$ cat config.mk
export PLATFORM = sky130hd
export DESIGN_NAME = critical_path_scheduler_core
export DESIGN_NICKNAME = d
export VERILOG_FILES = /design/src/hdl/cps_pkg.sv /design/src/hdl/cps_ctrl.sv /design/src/hdl/cps_dp.sv /design/src/hdl/critical_path_scheduler_core.sv
export SDC_FILE = /design/constraint.sdc
export NUM_CORES = 2
export LEC_CHECK = 0
export ABC_AREA = 0
export BUFFER_PORTS_ARGS = -buffer_cell sky130_fd_sc_hd__buf_2
export CELL_PAD_IN_SITES_DETAIL_PLACEMENT = 1
export CELL_PAD_IN_SITES_GLOBAL_PLACEMENT = 1
export CORE_MARGIN = 8
export CORE_UTILIZATION = 45
export CTS_BUF_LIST = sky130_fd_sc_hd__clkbuf_2 sky130_fd_sc_hd__clkbuf_4 sky130_fd_sc_hd__clkbuf_8
export DETAILED_ROUTE_END_ITERATION = 12
export PLACE_DENSITY = 0.7
export SLEW_MARGIN = 25
export SYNTH_ARGS = -nofsm -noshare
export SYNTH_HDL_FRONTEND = slang
export SYNTH_SLANG_ARGS = --single-unit
$ cat constraint.sdc
create_clock -name clk_i -period 15.4 [get_ports clk_i]
set_input_delay 3.85 -clock clk_i [delete_from_list [all_inputs] [get_ports clk_i]]
set_output_delay 3.85 -clock clk_i [all_outputs]
set_load 0.01 [all_outputs]
$ cat src/hdl/cps_pkg.sv
// Shared types and constants for the critical path scheduler.
// Used by cps_ctrl, cps_dp and critical_path_scheduler_core.
`default_nettype none
package cps_pkg;

  localparam int MAX_VERTICES_DEF = 16;
  localparam int MAX_EDGES_DEF    = 32;
  localparam int OUT_LIMIT        = 48;
  localparam int CNT_W            = 5;   // vertex_count register width
  localparam int IDX_W            = 4;   // vertex index field width
  localparam int WGT_W            = 16;
  localparam int EAR_W            = 20;
  localparam int LAT_W            = 21;
  localparam int RES_W            = 6;

  localparam logic [EAR_W-1:0]        EARLY_MAX  = 20'hFFFFF;
  localparam logic signed [LAT_W-1:0] LATE_MIN   = -21'sd1048576;
  localparam logic signed [LAT_W:0]   LATE_MIN_X = -22'sd1048576;

  localparam logic MODE_LOAD = 1'b0;
  localparam logic MODE_RUN  = 1'b1;
  localparam logic KIND_VTX  = 1'b0;
  localparam logic KIND_EDGE = 1'b1;

  typedef enum logic [4:0] {
    ST_IDLE, ST_RC_ADDR, ST_RC_EXEC, ST_SCAN, ST_POP, ST_TP_ADDR, ST_TP_EXEC,
    ST_LAT_INIT, ST_RPOP, ST_RV_ADDR, ST_RV_EXEC, ST_EMIT_V, ST_EE_ADDR,
    ST_EE_EXEC, ST_FINISH
  } state_e;

  typedef enum logic [3:0] {
    OP_NONE, OP_LOAD, OP_RUN_INIT, OP_RC_COUNT, OP_SCAN, OP_POP, OP_TOPO_EDGE,
    OP_LAT_INIT, OP_RPOP, OP_REV_EDGE, OP_EMIT_V, OP_EE_BEGIN, OP_EE_NEXT,
    OP_EMIT_EDGE, OP_FLUSH
  } dp_op_e;

  typedef struct packed {
    dp_op_e op;
  } cmd_t;

  typedef struct packed {
    logic e_zero;       // edge walk finished
    logic vtx_end;      // vertex index reached vertex_count
    logic stack_empty;  // ready stack empty
    logic order_empty;  // reverse walk over sorted order finished
    logic slot_free;    // output register can take a transfer
  } stat_t;

  typedef struct packed {
    logic                    last;
    logic                    drop;
    logic                    cyc;
    logic [WGT_W-1:0]        dur;
    logic signed [LAT_W-1:0] late;
    logic [EAR_W-1:0]        early;
    logic [IDX_W-1:0]        to_v;
    logic [IDX_W-1:0]        from_v;
    logic                    kind;
  } res_t;

endpackage
`default_nettype wire

$ cat src/hdl/cps_ctrl.sv
// Sequencer for the critical path scheduler: load, recount, sort, reverse pass, emit.
// Depends on cps_pkg; drives cps_dp through cmd_t and watches stat_t.
`default_nettype none
module cps_ctrl (
  input  wire logic          clk_i,
  input  wire logic          rst_ni,
  input  wire logic          in_valid_i,
  input  wire logic          in_mode_i,
  output logic               in_ready_o,
  input  wire cps_pkg::stat_t stat_i,
  output cps_pkg::cmd_t      cmd_o
);
  import cps_pkg::*;

  state_e state_q, state_d;

  always_ff @(posedge clk_i or negedge rst_ni) begin
    if (!rst_ni) begin
      state_q <= ST_IDLE;
    end else begin
      state_q <= state_d;
    end
  end

  always_comb begin
    state_d    = state_q;
    cmd_o.op   = OP_NONE;
    in_ready_o = 1'b0;
    unique case (state_q)
      ST_IDLE: begin
        in_ready_o = 1'b1;
        if (in_valid_i) begin
          if (in_mode_i == MODE_RUN) begin
            cmd_o.op = OP_RUN_INIT;
            state_d  = ST_RC_ADDR;
          end else begin
            cmd_o.op = OP_LOAD;
          end
        end
      end
      ST_RC_ADDR:  state_d = stat_i.e_zero ? ST_SCAN : ST_RC_EXEC;
      ST_RC_EXEC: begin
        cmd_o.op = OP_RC_COUNT;
        state_d  = ST_RC_ADDR;
      end
      ST_SCAN: begin
        if (stat_i.vtx_end) state_d = ST_POP;
        else cmd_o.op = OP_SCAN;
      end
      ST_POP: begin
        if (stat_i.stack_empty) begin
          state_d = ST_LAT_INIT;
        end else begin
          cmd_o.op = OP_POP;
          state_d  = ST_TP_ADDR;
        end
      end
      ST_TP_ADDR:  state_d = stat_i.e_zero ? ST_POP : ST_TP_EXEC;
      ST_TP_EXEC: begin
        cmd_o.op = OP_TOPO_EDGE;
        state_d  = ST_TP_ADDR;
      end
      ST_LAT_INIT: begin
        cmd_o.op = OP_LAT_INIT;
        state_d  = ST_RPOP;
      end
      ST_RPOP: begin
        if (stat_i.order_empty) begin
          state_d = ST_EMIT_V;
        end else begin
          cmd_o.op = OP_RPOP;
          state_d  = ST_RV_ADDR;
        end
      end
      ST_RV_ADDR:  state_d = stat_i.e_zero ? ST_RPOP : ST_RV_EXEC;
      ST_RV_EXEC: begin
        cmd_o.op = OP_REV_EDGE;
        state_d  = ST_RV_ADDR;
      end
      ST_EMIT_V: begin
        if (stat_i.vtx_end) begin
          cmd_o.op = OP_EE_BEGIN;
          state_d  = ST_EE_ADDR;
        end else if (stat_i.slot_free) begin
          cmd_o.op = OP_EMIT_V;
        end
      end
      ST_EE_ADDR: begin
        if (stat_i.vtx_end) state_d = ST_FINISH;
        else if (stat_i.e_zero) cmd_o.op = OP_EE_NEXT;
        else state_d = ST_EE_EXEC;
      end
      ST_EE_EXEC: begin
        // hold the edge until the output side can take a transfer
        if (stat_i.slot_free) begin
          cmd_o.op = OP_EMIT_EDGE;
          state_d  = ST_EE_ADDR;
        end
      end
      ST_FINISH: begin
        if (stat_i.slot_free) begin
          cmd_o.op = OP_FLUSH;
          state_d  = ST_IDLE;
        end
      end
      default: state_d = ST_IDLE;
    endcase
  end

  assert property (@(posedge clk_i) disable iff (!rst_ni)
    (state_q == ST_EE_EXEC && !stat_i.slot_free) |=> state_q == ST_EE_EXEC)
    else $error("edge emission left while output stalled");
  assert property (@(posedge clk_i) disable iff (!rst_ni)
    (cmd_o.op == OP_FLUSH) |=> state_q == ST_IDLE)
    else $error("flush did not return to idle");
  assert property (@(posedge clk_i) disable iff (!rst_ni)
    (in_ready_o && in_valid_i && in_mode_i == MODE_LOAD) |=> state_q == ST_IDLE)
    else $error("edge load left idle");

endmodule
`default_nettype wire

$ cat src/hdl/cps_dp.sv
// Datapath: edge store, vertex time registers, stacks, counters and output registers.
// Depends on cps_pkg; commanded by cps_ctrl.
`default_nettype none
module cps_dp #(
  parameter int MaxVertices = cps_pkg::MAX_VERTICES_DEF,
  parameter int MaxEdges    = cps_pkg::MAX_EDGES_DEF
) (
  input  wire logic                        clk_i,
  input  wire logic                        rst_ni,
  input  wire cps_pkg::cmd_t               cmd_i,
  output cps_pkg::stat_t                   stat_o,
  input  wire logic                        cfg_we_i,
  input  wire logic [cps_pkg::CNT_W-1:0]   cfg_data_i,
  input  wire logic [cps_pkg::IDX_W-1:0]   ld_src_i,
  input  wire logic [cps_pkg::IDX_W-1:0]   ld_tgt_i,
  input  wire logic [cps_pkg::WGT_W-1:0]   ld_wgt_i,
  output logic                             out_valid_o,
  input  wire logic                        out_ready_i,
  output cps_pkg::res_t                    out_o
);
  import cps_pkg::*;

  localparam int VW  = $clog2(MaxVertices);
  localparam int EW  = (MaxEdges > 1) ? $clog2(MaxEdges) : 1;
  localparam int ECW = $clog2(MaxEdges + 1);
  localparam logic [CNT_W-1:0] NMAX = CNT_W'(MaxVertices);

  // edge store
  logic [IDX_W-1:0] tail_mem [MaxEdges];
  logic [IDX_W-1:0] head_mem [MaxEdges];
  logic [WGT_W-1:0] wgt_mem  [MaxEdges];
  logic [IDX_W-1:0] rd_tail_q, rd_head_q;
  logic [WGT_W-1:0] rd_wgt_q;

  // vertex state
  logic [EAR_W-1:0]        ear_q   [MaxVertices];
  logic signed [LAT_W-1:0] lat_q   [MaxVertices];
  logic [ECW-1:0]          indeg_q [MaxVertices];
  logic [VW-1:0]           ready_q [MaxVertices];
  logic [VW-1:0]           order_q [MaxVertices];

  logic [CNT_W-1:0]        n_q;
  logic [ECW-1:0]          edges_q, e_idx_q;
  logic                    drop_q, cyc_q;
  logic [CNT_W-1:0]        v_idx_q, top_q, cnt_q, i_idx_q;
  logic [VW-1:0]           v_q;
  logic [EAR_W-1:0]        ev_q;
  logic signed [LAT_W-1:0] lv_q;
  logic [RES_W-1:0]        res_q;
  logic                    out_v_q, pend_v_q;
  res_t                    out_q, pend_q;

  logic [EW-1:0]           rd_addr;
  logic [ECW-1:0]          e_dec;
  logic [VW-1:0]           k, ear_addr, lat_addr, top_m1, ord_m1, pop_v, rpop_v;
  logic [EAR_W-1:0]        ear_rd;
  logic signed [LAT_W-1:0] lat_rd, lk;
  logic                    edge_hit, ld_ok, take, slot_free, emit_en, res_room;
  logic [EAR_W:0]          s_sum;
  logic [EAR_W-1:0]        s_sat;
  logic signed [LAT_W:0]   c_dif;
  logic signed [LAT_W-1:0] c_sat;
  logic [CNT_W-1:0]        cfg_clamped;
  res_t                    new_res;

  assign e_dec    = e_idx_q - ECW'(1);
  assign rd_addr  = e_dec[EW-1:0];
  assign k        = rd_head_q[VW-1:0];
  assign edge_hit = ({1'b0, rd_tail_q} == CNT_W'(v_q)) && ({1'b0, rd_head_q} < n_q);
  assign top_m1   = VW'(top_q - CNT_W'(1));
  assign ord_m1   = VW'(i_idx_q - CNT_W'(1));
  assign pop_v    = ready_q[top_m1];
  assign rpop_v   = order_q[ord_m1];
  assign ld_ok    = ({1'b0, ld_src_i} < n_q) && ({1'b0, ld_tgt_i} < n_q)
                    && (edges_q < ECW'(MaxEdges));
  assign take      = out_v_q && out_ready_i;
  assign slot_free = !out_v_q || out_ready_i;
  assign res_room  = res_q < RES_W'(OUT_LIMIT);

  always_comb begin
    cfg_clamped = cfg_data_i;
    if (cfg_data_i == '0) cfg_clamped = CNT_W'(1);
    else if (cfg_data_i > NMAX) cfg_clamped = NMAX;
  end

  // one read select per time array
  always_comb begin
    ear_addr = k;
    lat_addr = k;
    unique case (cmd_i.op)
      OP_POP:       ear_addr = pop_v;
      OP_LAT_INIT:  ear_addr = VW'(n_q - CNT_W'(1));
      OP_RPOP:      lat_addr = rpop_v;
      OP_EMIT_V: begin
        ear_addr = v_idx_q[VW-1:0];
        lat_addr = v_idx_q[VW-1:0];
      end
      OP_EMIT_EDGE: ear_addr = v_idx_q[VW-1:0];
      default:      ear_addr = k;
    endcase
  end
  assign ear_rd = ear_q[ear_addr];
  assign lat_rd = lat_q[lat_addr];

  // longest-path relaxation and latest-time relaxation
  assign s_sum = {1'b0, ev_q} + (EAR_W+1)'(rd_wgt_q);
  assign s_sat = s_sum[EAR_W] ? EARLY_MAX : s_sum[EAR_W-1:0];
  assign lk    = ((cmd_i.op == OP_REV_EDGE) && (k == v_q)) ? lv_q : lat_rd;
  assign c_dif = {lk[LAT_W-1], lk} - $signed({{(LAT_W+1-WGT_W){1'b0}}, rd_wgt_q});
  assign c_sat = (c_dif < LATE_MIN_X) ? LATE_MIN : c_dif[LAT_W-1:0];

  always_comb begin
    new_res        = '0;
    new_res.cyc    = cyc_q;
    new_res.drop   = drop_q;
    new_res.from_v = IDX_W'(v_idx_q[VW-1:0]);
    emit_en        = 1'b0;
    if (cmd_i.op == OP_EMIT_V) begin
      new_res.kind  = KIND_VTX;
      new_res.early = ear_rd;
      new_res.late  = lat_rd;
      emit_en       = res_room;
    end else if (cmd_i.op == OP_EMIT_EDGE) begin
      new_res.kind = KIND_EDGE;
      new_res.to_v = rd_head_q;
      new_res.dur  = rd_wgt_q;
      emit_en      = res_room && ({1'b0, rd_tail_q} == v_idx_q)
                     && ({1'b0, rd_head_q} < n_q)
                     && ({2'b00, ear_rd} == c_dif);
    end
  end

  always_ff @(posedge clk_i) begin
    if (cmd_i.op == OP_LOAD && ld_ok) begin
      tail_mem[edges_q[EW-1:0]] <= ld_src_i;
      head_mem[edges_q[EW-1:0]] <= ld_tgt_i;
      wgt_mem[edges_q[EW-1:0]]  <= ld_wgt_i;
    end
    rd_tail_q <= tail_mem[rd_addr];
    rd_head_q <= head_mem[rd_addr];
    rd_wgt_q  <= wgt_mem[rd_addr];
  end

  // vertex arrays: cleared by the run itself
  always_ff @(posedge clk_i) begin
    unique case (cmd_i.op)
      OP_RUN_INIT: begin
        for (int i = 0; i < MaxVertices; i++) begin
          indeg_q[i] <= '0;
          ear_q[i]   <= '0;
        end
      end
      OP_RC_COUNT: begin
        if (({1'b0, rd_tail_q} < n_q) && ({1'b0, rd_head_q} < n_q))
          indeg_q[k] <= indeg_q[k] + ECW'(1);
      end
      OP_SCAN: begin
        if (indeg_q[v_idx_q[VW-1:0]] == '0) ready_q[VW'(top_q)] <= v_idx_q[VW-1:0];
      end
      OP_POP: begin
        if (cnt_q < NMAX) order_q[VW'(cnt_q)] <= pop_v;
      end
      OP_TOPO_EDGE: begin
        if (edge_hit) begin
          if (indeg_q[k] != '0) begin
            indeg_q[k] <= indeg_q[k] - ECW'(1);
            if (indeg_q[k] == ECW'(1) && top_q < NMAX) ready_q[VW'(top_q)] <= k;
          end
          if (s_sat > ear_rd) ear_q[k] <= s_sat;
        end
      end
      OP_LAT_INIT: begin
        for (int i = 0; i < MaxVertices; i++) begin
          if (CNT_W'(i) < n_q) lat_q[i] <= $signed({1'b0, ear_rd});
        end
      end
      OP_REV_EDGE: begin
        if (edge_hit && c_sat < lv_q) lat_q[v_q] <= c_sat;
      end
      default: ;
    endcase
  end

  always_ff @(posedge clk_i or negedge rst_ni) begin
    if (!rst_ni) begin
      n_q      <= NMAX;
      edges_q  <= '0;
      drop_q   <= 1'b0;
      cyc_q    <= 1'b0;
      e_idx_q  <= '0;
      v_idx_q  <= '0;
      top_q    <= '0;
      cnt_q    <= '0;
      i_idx_q  <= '0;
      v_q      <= '0;
      ev_q     <= '0;
      lv_q     <= '0;
      res_q    <= '0;
      out_v_q  <= 1'b0;
      pend_v_q <= 1'b0;
    end else begin
      if (cfg_we_i) n_q <= cfg_clamped;
      unique case (cmd_i.op)
        OP_LOAD: begin
          if (ld_ok) edges_q <= edges_q + ECW'(1);
          else drop_q <= 1'b1;
        end
        OP_RUN_INIT: begin
          e_idx_q <= edges_q;
          v_idx_q <= '0;
          top_q   <= '0;
          cnt_q   <= '0;
          res_q   <= '0;
        end
        OP_RC_COUNT: e_idx_q <= e_dec;
        OP_SCAN: begin
          if (indeg_q[v_idx_q[VW-1:0]] == '0) top_q <= top_q + CNT_W'(1);
          v_idx_q <= v_idx_q + CNT_W'(1);
        end
        OP_POP: begin
          top_q   <= top_q - CNT_W'(1);
          if (cnt_q < NMAX) cnt_q <= cnt_q + CNT_W'(1);
          v_q     <= pop_v;
          ev_q    <= ear_rd;
          e_idx_q <= edges_q;
        end
        OP_TOPO_EDGE: begin
          if (edge_hit) begin
            if (indeg_q[k] == ECW'(1) && top_q < NMAX) top_q <= top_q + CNT_W'(1);
            // self loop: keep the cached tail time in step
            if (s_sat > ear_rd && k == v_q) ev_q <= s_sat;
          end
          e_idx_q <= e_dec;
        end
        OP_LAT_INIT: begin
          cyc_q   <= cnt_q < n_q;
          i_idx_q <= cnt_q;
          v_idx_q <= '0;
        end
        OP_RPOP: begin
          i_idx_q <= i_idx_q - CNT_W'(1);
          v_q     <= rpop_v;
          lv_q    <= lat_rd;
          e_idx_q <= edges_q;
        end
        OP_REV_EDGE: begin
          if (edge_hit && c_sat < lv_q) lv_q <= c_sat;
          e_idx_q <= e_dec;
        end
        OP_EMIT_V:    v_idx_q <= v_idx_q + CNT_W'(1);
        OP_EE_BEGIN: begin
          v_idx_q <= '0;
          e_idx_q <= edges_q;
        end
        OP_EE_NEXT: begin
          v_idx_q <= v_idx_q + CNT_W'(1);
          e_idx_q <= edges_q;
        end
        OP_EMIT_EDGE: e_idx_q <= e_dec;
        OP_FLUSH: begin
          edges_q <= '0;
          drop_q  <= 1'b0;
        end
        default: ;
      endcase

      // the newest result is held in a pending register so the final one can carry tlast
      if (cmd_i.op == OP_FLUSH) begin
        out_v_q  <= 1'b1;
        pend_v_q <= 1'b0;
      end else if (emit_en) begin
        res_q    <= res_q + RES_W'(1);
        pend_v_q <= 1'b1;
        if (pend_v_q) out_v_q <= 1'b1;
        else if (take) out_v_q <= 1'b0;
      end else if (take) begin
        out_v_q <= 1'b0;
      end
    end
  end

  always_ff @(posedge clk_i) begin
    if (cmd_i.op == OP_FLUSH) begin
      out_q      <= pend_q;
      out_q.last <= 1'b1;
    end else if (emit_en) begin
      if (pend_v_q) out_q <= pend_q;
      pend_q <= new_res;
    end
  end

  always_comb begin
    stat_o.e_zero      = e_idx_q == '0;
    stat_o.vtx_end     = v_idx_q == n_q;
    stat_o.stack_empty = top_q == '0;
    stat_o.order_empty = i_idx_q == '0;
    stat_o.slot_free   = slot_free;
  end

  assign out_valid_o = out_v_q;
  assign out_o       = out_q;

  assert property (@(posedge clk_i) disable iff (!rst_ni)
    (cmd_i.op == OP_FLUSH) |-> pend_v_q)
    else $error("flush without a pending result");
  assert property (@(posedge clk_i) disable iff (!rst_ni)
    (cmd_i.op == OP_FLUSH) |=> (edges_q == '0 && !drop_q))
    else $error("edge store not cleared after run");
  assert property (@(posedge clk_i) disable iff (!rst_ni)
    res_q <= RES_W'(OUT_LIMIT))
    else $error("result count beyond limit");
  assert property (@(posedge clk_i) disable iff (!rst_ni)
    top_q <= NMAX && cnt_q <= NMAX)
    else $error("stack pointer out of range");

endmodule
`default_nettype wire

$ cat src/hdl/critical_path_scheduler_core.sv
// Channel      | dir | tdata (low bit up)                                  | tuser | tlast
// s_axis       | in  | edge_source, edge_target, edge_weight (24b)         | mode  | -
// m_axis       | out | from, to, earliest, latest, duration, cycle, drop   | kind  | last_result
// cfg_wr       | in  | vertex_count (5b), no index, written when cfg_wr_en_i is high
// Edge loads keep the sequencer idle, so a new edge can follow straight after the last one.
// A run recounts in-degrees, sorts, walks back over the sorted order and then emits;
// the sequencer walks the single-port edge store with an address state and an execute state
// per edge.
// Reset clears control state and sets vertex_count to its maximum; a stalled m_axis holds
// the sequencer at the next result. Input is taken again once the run's last result is
// registered, and the next run's first result waits for that final transfer.
`default_nettype none
module critical_path_scheduler_core #(
  parameter int MaxVertices = cps_pkg::MAX_VERTICES_DEF,
  parameter int MaxEdges    = cps_pkg::MAX_EDGES_DEF
) (
  input  wire logic        clk_i,
  input  wire logic        rst_ni,
  input  wire logic        cfg_wr_en_i,
  input  wire logic [4:0]  cfg_wr_data_i,
  input  wire logic        s_axis_tvalid,
  output logic             s_axis_tready,
  input  wire logic [23:0] s_axis_tdata,   // edge_source[3:0], edge_target[7:4], edge_weight[23:8]
  input  wire logic        s_axis_tuser,   // mode
  output logic             m_axis_tvalid,
  input  wire logic        m_axis_tready,
  output logic [71:0]      m_axis_tdata,   // from[3:0], to[7:4], earliest[27:8], latest[48:28],
                                           // duration[64:49], cycle_found[65], edge_dropped[66]
  output logic             m_axis_tuser,   // kind
  output logic             m_axis_tlast    // last_result
);
  import cps_pkg::*;

  cmd_t cmd;
  stat_t stat;
  res_t res;

  cps_ctrl u_ctrl (
    .clk_i      (clk_i),
    .rst_ni     (rst_ni),
    .in_valid_i (s_axis_tvalid),
    .in_mode_i  (s_axis_tuser),
    .in_ready_o (s_axis_tready),
    .stat_i     (stat),
    .cmd_o      (cmd)
  );

  cps_dp #(
    .MaxVertices (MaxVertices),
    .MaxEdges    (MaxEdges)
  ) u_dp (
    .clk_i       (clk_i),
    .rst_ni      (rst_ni),
    .cmd_i       (cmd),
    .stat_o      (stat),
    .cfg_we_i    (cfg_wr_en_i),
    .cfg_data_i  (cfg_wr_data_i),
    .ld_src_i    (s_axis_tdata[3:0]),
    .ld_tgt_i    (s_axis_tdata[7:4]),
    .ld_wgt_i    (s_axis_tdata[23:8]),
    .out_valid_o (m_axis_tvalid),
    .out_ready_i (m_axis_tready),
    .out_o       (res)
  );

  assign m_axis_tdata = {5'b0, res.drop, res.cyc, res.dur, res.late, res.early,
                         res.to_v, res.from_v};
  assign m_axis_tuser = res.kind;
  assign m_axis_tlast = res.last;

endmodule
`default_nettype wire
### Word-level counts from Yosys, hierarchy flattened

Memories as Yosys holds them, arrays and structs flattened. A register that Yosys moved wholly into a read port is not among the register bits.
Index checks and enable logic that the tools add are counted.

* shifts and indexed selects: 0
* reduce and logical (&&, ||, !) cells: 52
* multiplexer cells: 156
* equality and inequality tests: 49
* bitwise logic cells: 4
* magnitude comparators: 29
* div/mod/pow operators: 0
* $add $sub $neg: 13
* $mul: 0

Operators with widths (count)
* $mux 68: 3
* $mux 1: 92
* $mux 21: 4
* $mux 20: 4
* $pmux 5 s15: 1
* $mux 5: 14
* $mux 4: 12
* $pmux 4 s12: 1
* $pmux 21 s2: 1
* $lt 4x5->1 const A: 8
* $pmux 20 s2: 1
* $mux 6: 6
* $eq 5x4->1 const B: 7
* $pmux 5 s2: 3
* $eq 4x4->1 const B: 7
* $pmux 6 s2: 2
* $eq 20x22->1: 1
* $lt 22x21->1 const B: 1
* $sub 21x17->22: 1
* $add 20x16->21: 1
* $lt 21x21->1: 1
* $reduce_or 21->1: 1
* $eq 5x3->1 const B: 4
* $gt 20x20->1: 1
* other kinds (51): 126

* logic and storage cells: 344
* input port bits: 35
* memories: 8
* memory bits (read-only): 0
* bits in registers: 234
* bits in writable memories: 1648
* bits in latches: 0

Memory list
* u_dp.wgt_mem: depth 32, bits a word 16, read ports 1, clocked after Yosys merged registers in 1, write ports 1, RTL line cps_dp.sv:31 `logic [WGT_W-1:0] wgt_mem [MaxEdges];`
* u_dp.lat_q: depth 16, bits a word 21, read ports 1, clocked after Yosys merged registers in 0, write ports 16, RTL line cps_dp.sv:37 `logic signed [LAT_W-1:0] lat_q [MaxVertices];`
* u_dp.ear_q: depth 16, bits a word 20, read ports 1, clocked after Yosys merged registers in 0, write ports 16, RTL line cps_dp.sv:36 `logic [EAR_W-1:0] ear_q [MaxVertices];`
* u_dp.head_mem: depth 32, bits a word 4, read ports 1, clocked after Yosys merged registers in 1, write ports 1, RTL line cps_dp.sv:30 `logic [IDX_W-1:0] head_mem [MaxEdges];`
* u_dp.tail_mem: depth 32, bits a word 4, read ports 1, clocked after Yosys merged registers in 1, write ports 1, RTL line cps_dp.sv:29 `logic [IDX_W-1:0] tail_mem [MaxEdges];`
* u_dp.indeg_q: depth 16, bits a word 6, read ports 2, clocked after Yosys merged registers in 0, write ports 16, RTL line cps_dp.sv:38 `logic [ECW-1:0] indeg_q [MaxVertices];`
* +2 memories

### Logic depth before layout (Yosys ltp)

An unclocked memory read counts as a cell.

* word-level depth: 19
* depth in mapped cells: 57
* mapped depth without buffers: 44

### By module

A second synthesis with hierarchy kept.

* cells, all modules: 6284
* area, all modules: 85712.2 sq um

Modules (own cells, without submodules)
* cps_dp: times used 1, area each 85164.2 sq um, seq. area each 56375.3 sq um, cells each 6215
* cps_ctrl: times used 1, area each 506.7 sq um, seq. area each 100.1 sq um, cells each 63
* critical_path_scheduler_core: times used 1, area each 41.3 sq um, seq. area each 0.0 sq um, cells each 6

### Least setup slack after synthesis

No wires, ideal clock.

* path kind: in2reg
* from: in m_axis_tready
* to: mem u_dp.lat_q[4][0] (enable)
* path buffers: 11
* stages on the path: 50
* arrival: 12.676 ns
* setup time: 0.402 ns
* path slack: 2.322 ns
* path through: nor2b_1 -> clkbuf_1 -> or2_1 -> a21oi_2 -> a211oi_2 -> and2_1 -> buf_2 -> buf_6 -> buf_2 -> clkbuf_1 -> buf_1 -> nand2_1 -> a311oi_1 -> a21oi_1 -> a21o_1 -> o21ai_0 -> ha_1 -> nor2b_1 -> [... 14 more ...] -> a21o_1 -> a21o_1 -> a21oi_1 -> nor2b_1 -> o21ai_0 -> nand2b_1 -> a21oi_1 -> nor2b_1 -> o21ai_0 -> nand2_1 -> a21oi_1 -> o221ai_1 -> or2_1 -> buf_2 -> buf_6 -> mux2i_4 -> buf_4 -> o21ai_1

RTL lines
* from (decl): RTL line critical_path_scheduler_core.sv:26 `input wire logic m_axis_tready,`
* to (decl): RTL line cps_dp.sv:37

==> results.cfg <==
[clock_tree]
cts-root-buf = clkbuf_8
clk_latency_ns = 1.07
postCtsResizedCells = 0
ctsHoldBuffers = 0
cts-buffers-inserted = 334
clock-sinks = 1905
cts_tree = yes
cts.path.max_buffers = 4
clk_pin_slew_ns = 0.06
htreeDepth = 5
cts_setup_buffers = 0

[floorplan]
ioPinCount = 111
die_area_sq_um = 205400
fp.dieH_um = 453.2
die_x_um = 453.2
coreArea_sq_um = 190000
initial_core_util = 0.4527
rows = 160

[place]
place_hpwl_um = 174200
port_buffers = 105
gp_congestion = 0.8926

[timing]
slew_headroom = 0.2268
rsz0062_at_grt = false
clock-skew-final_ns = 0.09282
totalNegativeSetupSlack_ns = 0
setup_viol = 0
worstMarginPinSlew_ns = 1.148
finalHoldViolCount = 0
min_period_ns = 13.98
finalMaxSlewViolations = 0
min_period_over_period = 0.9077
fmax_mhz = 71.54

[setup_path]
cp-start-kind = primary input
path_max_fanout = 51
crit_arrival_ns = 14.61
endpoint_kind = flip-flop
worstSetupPathType = in -> reg
crit_path_frequent_cell = a21oi_1
slowest_stage = or2_2
required_ns = 16.03
critPathMaxStageDelay_ns = 0.86

[global_route]
grt_remaining_overflow = 0
grt_pass1_wl_um = 396500
antenna_found_initial = 16
grt_max_degree = 85
grt_pass1_vias = 56942
grt_use_total = 0.2613

[worst_hold_path]
min_path_type = reg -> reg

[routing]
postRouteWirelength_um = 274400
drc = 0
drtIter0Drc = 5170
vias = 54458
detail_route.vias_per_cell = 6.103
wire_per_inst_um = 30.76
drt_first_pass_iters = 6
ant_nets = 0

[final_layout]
fin_nets = 6306
num-fill-cells = 18439
area_growth_syn_to_layout_pct = 12.30
layout-drive-gt1-share = 0.2086

[synthesis]
yosys.area.top_type_share = 0.6229
ys_types = 100
yosysMostFrequentCell = edfxtp_1
ys_ff_latch = 1905
yosysWarnings = 0
synthTopCellsByCount = edfxtp_1, nor2_1, nand2_1
yosys.area.top_type = edfxtp_1
syn-instance-count = 5943
synth_seq_area_share = 0.6567
synth-main-ff-cell = edfxtp_1
async_flop_share = 0.05039
syn_area_per_cell_sq_um = 14.47
synth.cell_area_sq_um = 86000
synth_edf_count = 1784
ys_top_cells_by_area = edfxtp_1, mux4_2, mux2i_1

[run]
maxCapViolations = 0

[outcome]
status = completed
[per-layer routing]
layer / vias up / routed length [um] / GRT usage
met5: - / 34 / 0
met4: 6 / 13590 / 0.1223
met3: 604 / 17890 / 0.04588
met2: 2171 / 135400 / 0.4403
met1: 28536 / 107500 / 0.3299
li1: 23141 / - / -
[final timing paths]
| kind | depth (start not counted) | start | slack (ns) | end |
|---|---|---|---|---|
| max | 39 | m_axis_tready | 1.42 | u_dp.lat_q[13][3]$_DFFE_PP_ |
| min | 0 | u_dp.pend_q[19]$_SDFFCE_PP0P_ | 0.41 | u_dp.out_o[19]$_DFFE_PP_ |
| max reg2reg | 40 | u_dp.i_idx_q[0]$_DFFE_PN0P_ | 2.58 | u_dp.lat_q[13][3]$_DFFE_PP_ |
| min reg2reg | 0 | u_dp.pend_q[19]$_SDFFCE_PP0P_ | 0.41 | u_dp.out_o[19]$_DFFE_PP_ |
| max in group asynchronous | 2 | rst_ni | 11.26 | u_dp.ev_q[10]$_DFFE_PN0P_ |
| min in group asynchronous | 1 | rst_ni | 2.80 | u_dp.out_valid_o$_DFF_PN0_ |
[kinds of logic after synthesis]
group                    Yosys count  synth area share
other                              1        0.00004360
AND/OR/NAND/NOR                 1706           0.08838
multiplexers                     833            0.1433
adder cells (fa/ha/maj)          114           0.01676
AO/OA/AOI/OAI                    732           0.05755
XOR/XNOR                          84          0.008860
buffers and inverters            568           0.02841
flip-flops                      1905            0.6567
[layout make-up]
| type | instances | area [sq um] | share of cell area |
|---|---|---|---|
| multi-input cells | 3474 | 27850 | 0.2883 |
| repair buffers | 316 | 2225 | 0.02303 |
| inverters | 126 | 473.0 | 0.004897 |
| clock buffers | 457 | 5614 | 0.05813 |
| clock inverters | 122 | 769.5 | 0.007967 |
| well taps | 2511 | 3142 | 0.03253 |
| flip-flops and latches | 1905 | 56480 | 0.5848 |
| diodes | 12 | 30.03 | 0.0003109 |
[layout by cell type, fill, tap and decap left out, types with 45 or more instances in the layout]
master	count
nor3_1	55
a31oi_1	57
clkinv_1	73
nand2_1	496
nor2_1	668
nor4_1	55
ha_1	111
nand3_1	106
o21ai_0	133
clkbuf_8	349
mux2i_1	466
buf_2	104
a211oi_1	96
inv_1	125
a311oi_1	45
mux4_2	303
clkbuf_4	108
buf_4	206
a21oi_1	145
edfxtp_1	1784
dfrtp_1	94
and3_1	89
[through the flow]
| stage | worst slack, ns | utilization | instances | hold WS, ns | cell area, sq um |
|---|---|---|---|---|---|
| 6_report | 1.422 | 0.5084 | 8923 | 0.4110 | 96580 |
| 4_1_cts | 1.474 | 0.5080 | 8911 | 0.4136 | 96520 |
| 3_3_place_gp | 0.5060 | 0.4737 | 8327 | 0.4039 | 89990 |
| 3_5_place_dp | 0.3970 | 0.4744 | 8332 | 0.4052 | 90130 |
| 2_1_floorplan | 2.322 | - | 5947 | 0.4003 | 86020 |
| 5_1_grt | 0.8930 | 0.5083 | 8918 | 0.4193 | 96570 |
[state kept, by name, summed over array words and instances, names as in the netlist, 6 cells and up]
register and count:
u_dp.ev_q 20, u_dp.lv_q 21, u_dp.res_q 6, u_dp.ready_q 64, u_dp.lat_q 336, u_dp.ear_q 320, u_dp.wgt_mem 512, u_dp.edges_q 6
u_dp.order_q 64, u_dp.e_idx_q 6, u_dp.pend_q 68, u_dp.head_mem 128, u_dp.tail_mem 128, u_dp.rd_wgt_q 16, u_dp.out_o 69, u_dp.indeg_q 96
[critical path, delay by kind of cell]
| kind | cells | cell delay, ns |
|---|---|---|
| buffers and inverters | 3 | 0.83 |
| AND/OR/NAND/NOR | 12 | 3.79 |
| adder cells (fa/ha/maj) | 2 | 0.64 |
| multiplexers | 2 | 1.04 |
| AO/OA/AOI/OAI | 20 | 4.39 |
Power is left out: the tool's default activity adds up to more than one toggle a clock period on the data nets, which glitch-free logic cannot reach.
